`config.mk`:
```
export PLATFORM = sky130hd
export DESIGN_NAME = mkeq_ctrl
export DESIGN_NICKNAME = d
export VERILOG_FILES = /design/src/hw/rtl/mkeq_pkg.sv /design/src/hw/rtl/mkeq_ctrl.sv
export SDC_FILE = /design/constraint.sdc
export NUM_CORES = 1
export LEC_CHECK = 0
export BUFFER_PORTS_ARGS = -buffer_cell sky130_fd_sc_hd__buf_2
export CELL_PAD_IN_SITES_DETAIL_PLACEMENT = 0
export CELL_PAD_IN_SITES_GLOBAL_PLACEMENT = 2
export CORE_AREA = 2 2 39 41
export CTS_CLUSTER_DIAMETER = 50
export DETAILED_ROUTE_END_ITERATION = 8
export DIE_AREA = 0 0 41 43
export GPL_ROUTABILITY_DRIVEN = 0
export HOLD_SLACK_MARGIN = 0.02
export MAX_ROUTING_LAYER = met4
export PLACE_DENSITY = 0.66
export SLEW_MARGIN = 40
export SYNTH_ARGS = -nofsm -noshare
export SYNTH_HDL_FRONTEND = slang
export SYNTH_SLANG_ARGS = --single-unit
```
`constraint.sdc`:
```
create_clock -name i_clk -period 2.02 [get_ports i_clk]
set_input_delay 0.404 -clock i_clk [delete_from_list [all_inputs] [get_ports i_clk]]
set_output_delay 0.404 -clock i_clk [all_outputs]
set_load 0.01 [all_outputs]
```
`src/hw/rtl/mkeq_pkg.sv`:
```
`timescale 1ns / 1ps
// Shared types, codes and constants of the mouse/key event queue.
// No dependencies; every other file of the block imports it.
package mkeq_pkg;

    localparam int MKEQ_DEPTH = 128;

    localparam logic [7:0] CLICK_WINDOW_RST = 8'd50;
    localparam int LEVEL_W = 7;
    localparam int NUM_SRC = 8;

    // opcodes
    localparam logic [1:0] OP_POLL  = 2'd0;
    localparam logic [1:0] OP_POP   = 2'd1;
    localparam logic [1:0] OP_CLEAR = 2'd2;

    // config register indexes
    localparam logic CFG_MOUSE_EN  = 1'b0;
    localparam logic CFG_CLICK_WIN = 1'b1;

    // mouse event codes
    localparam logic [15:0] EV_LDOWN   = 16'd0;
    localparam logic [15:0] EV_LUP     = 16'd1;
    localparam logic [15:0] EV_LCLICK  = 16'd2;
    localparam logic [15:0] EV_RDOWN   = 16'd3;
    localparam logic [15:0] EV_RUP     = 16'd4;
    localparam logic [15:0] EV_RCLICK  = 16'd5;
    localparam logic [15:0] EV_LREPEAT = 16'd6;
    localparam logic [15:0] EV_RREPEAT = 16'd7;
    localparam logic [15:0] EV_MOVE    = 16'd8;

    // event sources of one poll, in queue order
    localparam logic [2:0] SRC_LEFT    = 3'd0;
    localparam logic [2:0] SRC_LCLICK  = 3'd1;
    localparam logic [2:0] SRC_RIGHT   = 3'd2;
    localparam logic [2:0] SRC_RCLICK  = 3'd3;
    localparam logic [2:0] SRC_LREPEAT = 3'd4;
    localparam logic [2:0] SRC_RREPEAT = 3'd5;
    localparam logic [2:0] SRC_MOVE    = 3'd6;
    localparam logic [2:0] SRC_KEY     = 3'd7;

    typedef struct packed {
        logic [1:0]  opcode;
        logic [9:0]  mouse_x;
        logic [9:0]  mouse_y;
        logic [1:0]  buttons;
        logic        key_ready;
        logic [15:0] key_code;
        logic [31:0] now_hsec;
    } t_in_word;

    typedef struct packed {
        logic        event_valid;
        logic        event_kind;
        logic [15:0] event_code;
        logic [9:0]  event_x;
        logic [9:0]  event_y;
        logic [2:0]  events_added;
        logic        key_taken;
        logic [6:0]  queue_level;
    } t_res_word;

    typedef struct packed {
        logic        kind;
        logic [15:0] code;
        logic [9:0]  x;
        logic [9:0]  y;
    } t_entry;

    typedef struct packed {
        logic load;
        logic decode;
        logic pop;
        logic clear;
        logic push;
        logic finish;
    } t_dp_cmd;

    typedef struct packed {
        logic [1:0] opcode;
        logic       empty;
        logic       pend_any;
        logic       out_free;
    } t_dp_sts;

    typedef enum logic [1:0] {
        ST_IDLE,
        ST_EXEC,
        ST_PUSH,
        ST_FINISH
    } t_state;

endpackage

```
`src/hw/rtl/mkeq_ctrl.sv`:
```
`timescale 1ns / 1ps
// Sequencer of the event queue: steps one command word through
// latch, execute, event pushes and result hand-off. Depends on mkeq_pkg.
module mkeq_ctrl (
    input  logic              i_clk,
    input  logic              i_rst_n,
    input  logic              i_in_valid,
    output logic              o_in_ready,
    input  mkeq_pkg::t_dp_sts i_sts,
    output mkeq_pkg::t_dp_cmd o_cmd
);
    import mkeq_pkg::*;

    t_state r_state;
    t_state n_state;

    always_ff @(posedge i_clk) begin
        if (!i_rst_n) begin
            r_state <= ST_IDLE;
        end else begin
            r_state <= n_state;
        end
    end

    always_comb begin
        n_state    = r_state;
        o_cmd      = '0;
        o_in_ready = 1'b0;
        unique case (r_state)
            ST_IDLE: begin
                o_in_ready = 1'b1;
                if (i_in_valid) begin
                    o_cmd.load = 1'b1;
                    n_state    = ST_EXEC;
                end
            end
            ST_EXEC: begin
                unique case (i_sts.opcode)
                    OP_POLL: begin
                        o_cmd.decode = 1'b1;
                        n_state      = ST_PUSH;
                    end
                    OP_POP: begin
                        o_cmd.pop = !i_sts.empty;
                        n_state   = ST_FINISH;
                    end
                    OP_CLEAR: begin
                        o_cmd.clear = 1'b1;
                        n_state     = ST_FINISH;
                    end
                    default: begin
                        n_state = ST_FINISH;
                    end
                endcase
            end
            ST_PUSH: begin
                // one queue write per cycle until no source is pending
                if (i_sts.pend_any) begin
                    o_cmd.push = 1'b1;
                end else begin
                    n_state = ST_FINISH;
                end
            end
            ST_FINISH: begin
                if (i_sts.out_free) begin
                    o_cmd.finish = 1'b1;
                    n_state      = ST_IDLE;
                end
            end
            default: begin
                n_state = ST_IDLE;
            end
        endcase
    end

endmodule

```
==> results of run 1 <==
==> worst register-to-register path, stage by stage (launching register included) <==
cell and delay, ns:
dfxtp_1 0.41, inv_1 0.09, ha_1 0.25, nor2b_2 0.18
nor4_2 0.22, o221a_1 0.20
==> area by class of cell <==
| type | instances | area (µm²) | share of cell area |
|---|---|---|---|
| flip-flops and latches | 2 | 40.0 | 0.113 |
| multi-input cells | 23 | 191 | 0.539 |
| inverters | 3 | 11.3 | 0.0317 |
| well taps | 16 | 20.0 | 0.0563 |
| repair buffers | 14 | 70.1 | 0.197 |
| clock buffers | 3 | 22.5 | 0.0634 |
==> cell families (layout without fill, tap and decap cells) <==
| logic type | Yosys count | after routing |
|---|---|---|
| and+or+nand+nor | 15 | 15 |
| adders and majority gates | 4 | 4 |
| AOI/OAI and AO/OA | 4 | 4 |
| buffers and inverters | 3 | 20 |
| DFF | 2 | 2 |
==> per-stage QoR <==
step                 util  cells
floorplan               -     28
global placement    0.241     58
detailed placement  0.241     58
CTS                 0.257     61
global route        0.257     61
finish              0.257     61
==> routing by layer <==
layer / share of wire / global-route usage
met1: 0.44 / 0.0701
met2: 0.47 / 0.116
met3: 0.087 / 0.0628
met4: 0 / 0.0800
met5: 0 / -
==> worst min-delay path by stage <==
stage,from,cells past startpoint,end
floorplan,r_state[1],2,r_state[1]
global placement,r_state[1],2,r_state[1]
detailed placement,r_state[1],2,r_state[1]
CTS,i_rst_n,2,r_state[0]
global route,i_rst_n,2,r_state[0]
finish,i_rst_n,2,r_state[0]
==> where the power goes <==
part | switching, mW | internal (mW)
clock network | 0.0209 | 0.0654
logic | 0.129 | 0.127
registers | 0.0260 | 0.0589
==> layout by cell type (no fill, tap or decap), types with 2 or more instances in the layout <==
cell type  instances
clkbuf_4           3
ha_1               4
dfxtp_1            2
inv_1              2
and2_1             2
or2b_1             2
buf_2             14
==> summary.txt, run 1 <==
Status
  – Status: finished clean

Critical path
  – Critical path buffers and inverters: 2
  – Max incr delay on CP: between 0.4 and 0.5 ns
  – Worst-path cell chain: inv_1 > ha_1 > and2_1 > buf_2
  – WP data required: around 1.6 ns
  – CP startpoint: r_state[0]
  – Worst-path fanout max: 6
  – Slowest-stage cell, CP: dfxtp_1
  – Crit path kind: flip-flop to output pin
  – R2R Path Start: r_state[0]
  – Worst endpoint data arrival time: about 1.3 ns
  – Crit. End Element: output pin
  – Crit path depth: 4
  – Critical register-to-register path endpoint: r_state[0]
  – Crit path to: o_cmd[5]
  – Family with the most delay on the worst path: flip-flops
  – CP Launch Type: flip-flop
  – Flop2flop setup slack: a little over 0.6 ns
  – Worst reg-to-reg path cell count: 5

Clock network
  – CTS root buf: clkbuf_4
  – Clk buf depth: 2
  – CTS Hold Buffers Added: 0
  – H-tree levels: 1
  – CTS tree: done
  – Post_cts resized: 0
  – Post-CTS setup repair buffer count: 0
  – Clock-pin slew on the worst setup and hold paths: 0.03 ns
  – Clk_lat worst skew: ~0.22 ns
  – Clock sinks: 2
  – TritonCTS Buffers: 3

Timing
  – Fin crit share: 0.819
  – Final hold violations: 0
  – WHS: about 0.44 ns
  – Setup ws final: 0.366 ns
  – Max Slew Vio Count: 0
  – Slew margin rel.: 0.852
  – Setup Viol. Count Final: 0
  – Worst Clk Skew: 0.00305 ns
  – Max Clock Freq: between 600 and 700 MHz
  – Worst Tran Pin Value: roughly 0.22 ns
  – Crit path time final: ~1.7 ns
  – Unrepaired setup endpoints after global routing: false
  – Final setup TNS: 0 ns

GRT
  – Remaining Overflow, GRT: 0
  – Antenna violations before repair: 0
  – Vias in the first global route: roughly 230
  – First-pass GRT wire length: about 860 µm
  – Largest net degree at the start of global routing: 7
  – Overall routing resource usage: 0.0851

Routing
  – Pre-antenna DRT Iters: 1
  – DRT iter0 DRCs: 0
  – WL/cell: 9.08 µm
  – Routed Wire Length: roughly 550 µm
  – DRC violation count after routing: 0
  – Final ANT Viol Nets: 0
  – Vias: around 260
  – Post-DR vias/cell: 4.18

Flow run
  – Max_cap viols: 0

Layout
  – Final Cell Area: 355 µm²
  – Layout overhead on the synthesized area: 46.4%
  – # nets final: 59
  – Reg with most FFs: r_state
  – Max reg flops: 2
  – ANT cells: 0
  – Layout cells sized above 1: 0.467
  – Filler Cells Inserted: roughly 160
  – Biggest regs: r_state: 2 flops

Logic synthesis
  – Synth Register Bits: 2
  – Synth warnings: 0
  – Mapped Avg Cell Area: about 8.7 µm²
  – Main synth FF type: dfxtp_1
  – Xor and xnor area share after synthesis: 0
  – Register area share after synthesis: 0.165
  – Syn Inst Count: 28
  – Number of synthesized flops with an enable pin: 0
  – Distinct cells, synth: 21
  – Mux cell area share after synthesis: 0
  – Top-count cell post-synth: ha_1
  – Compound-Gate Fraction of Synth Area: 0.129
  – Most frequent cells after synthesis: ha_1, and2_1, dfxtp_1, inv_1, or2b_1
  – Top-area cell type share of the netlist area: 0.206
  – Yosys top cell by area: ha_1
  – Syn nets: 40
  – Post-Synth Simple-Gate Area: 0.454
  – Synth top area cells: ha_1, dfxtp_1, or2b_1, and2_1, nor4_2
  – Fraction of registers with async set or reset after synthesis: 0
  – Largest family of logic cells by synthesized area: simple AND/OR/NAND/NOR gates
  – Post-Synthesis Cell Area: around 240 µm²
  – Post-Synth Adder-Cell Area: 0.206

Die
  – Initial core utilization: 0.175
  – Core box area: between 1000 and 1500 µm²
  – Die width: 41 µm
  – Die Ht: around 43 µm
  – Top Ports: 15
  – DIE AREA: 1760 µm²
  – Core Rows: 14

Placement
  – Port Buffers: 14
  – Pre-CTS setup slack: approximately 0.59 ns
  – Post-place instance area: around 330 µm²
  – DP HPWL: around 470 µm

Power
  – PD cells: 1200 nW/µm²
  – Tot Pwr: around 0.43 mW
  – Leakage power total: roughly 0.19 nW
  – Worst VDD drop: 0.319 mV

Min path
  – Hold Path Class: input port to flip-flop
Note: power is estimated with default switching activity, not from simulation.
==> run 2, diff against run 1 <==
Settings changed: CORE_AREA 2 2 39 41 to unset, CORE_MARGIN set to 2, CORE_UTILIZATION set to 17, DIE_AREA 0 0 41 43 to unset, PLACE_DENSITY 0.66 to 0.65.
Clock period 2.02 ns to 1.5 ns, I/O delays scaled along.
==> run 2 against run 1 <==
Critical path depth unchanged. Total power is 48% higher. Register-to-register slack lost 0.46 ns. Critical path type unchanged. Critical endpoint is now o_cmd[3].
==> summary.txt, run 2 (synthesis results as in run 1) <==
Status
  – Status: finished clean

Die
  – Die Ht: about 42 µm
  – DIE AREA: roughly 1700 µm²
  – Top Ports: 15
  – Initial core utilization: 0.184
  – Core box area: 1320 µm²
  – Core Rows: 13
  – Die width: around 42 µm

Routing
  – Final ANT Viol Nets: 0
  – DRC violation count after routing: 0
  – Pre-antenna DRT Iters: 1
  – DRT iter0 DRCs: 0
  – Vias: between 200 and 300
  – Post-DR vias/cell: approximately 4.3
  – WL/cell: roughly 11 µm
  – Routed Wire Length: approximately 680 µm

Clock network
  – Clk_lat worst skew: about 0.22 ns
  – CTS root buf: clkbuf_4
  – Clock sinks: 2
  – Clock-pin slew on the worst setup and hold paths: 0.03 ns
  – Clk buf depth: 2
  – H-tree levels: 1
  – TritonCTS Buffers: 3
  – CTS tree: done
  – Post-CTS setup repair buffer count: 0

Power
  – Worst VDD drop: 0.707 mV
  – Leakage power total: around 0.19 nW
  – Tot Pwr: approximately 0.63 mW
  – PD cells: around 1700 nW/µm²

Critical path
  – Family with the most delay on the worst path: flip-flops
  – Slowest-stage cell, CP: dfxtp_2
  – Crit path depth: 4
  – Worst-path cell chain: inv_2 > ha_4 > nor4bb_1 > buf_2
  – Worst endpoint data arrival time: between 1 and 1.5 ns
  – CP Launch Type: flip-flop
  – Worst-path fanout max: 5
  – Crit path kind: flip-flop to output pin
  – Critical path buffers and inverters: 2
  – Worst reg-to-reg path cell count: 6
  – WP data required: between 1 and 1.5 ns
  – Crit. End Element: output pin
  – Max incr delay on CP: 0.34 ns

Layout
  – Max reg flops: 2
  – ANT cells: 0
  – Commonest cells after routing, fill and taps aside: buf_2, clkbuf_4
  – Reg with most FFs: r_state
  – Biggest regs: r_state: 2 flops
  – Commonest non-fill, non-tap cell in the layout: buf_2
  – Multi-input gate area: slightly above 200 µm²
  – Layout cells sized above 1: 0.578
  – Post-layout util: 0.284
  – Seq. cell area: 45.0 µm²
  – # nets final: 59
  – Final Cell Area: 374 µm²
  – Layout overhead on the synthesized area: 54.1%
  – Fin cells: 60
  – Filler Cells Inserted: around 150

Min path
  – Hold Path Class: input port to flip-flop
  – Hold path cells: 2

Timing
  – Final setup TNS: 0 ns
  – Crit path time final: roughly 1.4 ns
  – Max Clock Freq: just under 700 MHz
  – Worst Clk Skew: 0.00263 ns
  – Worst Tran Pin Value: between 0.2 and 0.3 ns
  – Setup Viol. Count Final: 0
  – Final hold violations: 0
  – Fin crit share: 0.960
  – Slew margin rel.: 0.799
  – Max Slew Vio Count: 0
  – Unrepaired setup endpoints after global routing: true

GRT
  – Vias in the first global route: between 200 and 300
  – Remaining Overflow, GRT: 0
  – Largest net degree at the start of global routing: 7
  – Overall routing resource usage: 0.0897
  – Antenna violations before repair: 0
  – First-pass GRT wire length: 1.10 mm

Placement
  – Placed insts: 57
  – Port Buffers: 14
  – Post-place instance area: between 300 and 400 µm²

Flow run
  – Max_cap viols: 0
run 2: changes by cell type in the layout (fill, tap and decap cells not counted):
cell,previous run,this run
dfxtp_1,2,0
ha_2,0,1
inv_1,2,1
inv_2,1,2
ha_4,0,1
ha_1,4,2
dfxtp_4,0,1
dfxtp_2,0,1
run 2: area by class of cell:
class / instances / area share
sequential: 2 / 0.120
tap: 15 / 0.0502
clock buffer: 3 / 0.0602
timing repair buffer: 14 / 0.187
inverter: 3 / 0.0301
multi-input combinational: 23 / 0.552
run 2: timing repair:
| item | CTS | global route |
|---|---|---|
| hold buffers | 0 | 0 |
| setup endpoints to repair | 5 | 3 |
| resized for setup | 4 | 3 |
run 2: through the flow:
step,hold WS [ns],setup slack (ns)
finish,0.329,0.0595
global route,0.342,-0.00626
CTS,0.331,0.00215
detailed placement,0.572,0.0148
global placement,0.551,0.136
floorplan,0.442,0.186
run 2: path summary, 6_finish.rpt:
check               endpoint  slack, ns  startpoint
setup / recovery    o_cmd[3]       0.06  r_state[1]
hold / removal    r_state[0]       0.33     i_rst_n
setup reg to reg  r_state[0]       0.15  r_state[0]
hold reg to reg   r_state[1]       0.56  r_state[1]
run 2: where the power goes:
group	leakage, nW	switching, mW	total (mW)	internal [mW]
logic	0.158	0.190	0.379	0.189
registers	0.0175	0.0454	0.135	0.0898
clock network	0.0138	0.0299	0.118	0.0882
total	0.189	0.265	0.632	0.367
run 2: layer usage:
layer,vias to the layer above,part of all wire,track usage
li1,134,-,-
met2,13,0.50,0.153
met3,0,0.090,0.0478
met4,0,0,0.0387
met1,108,0.41,0.0827
met5,-,0,-
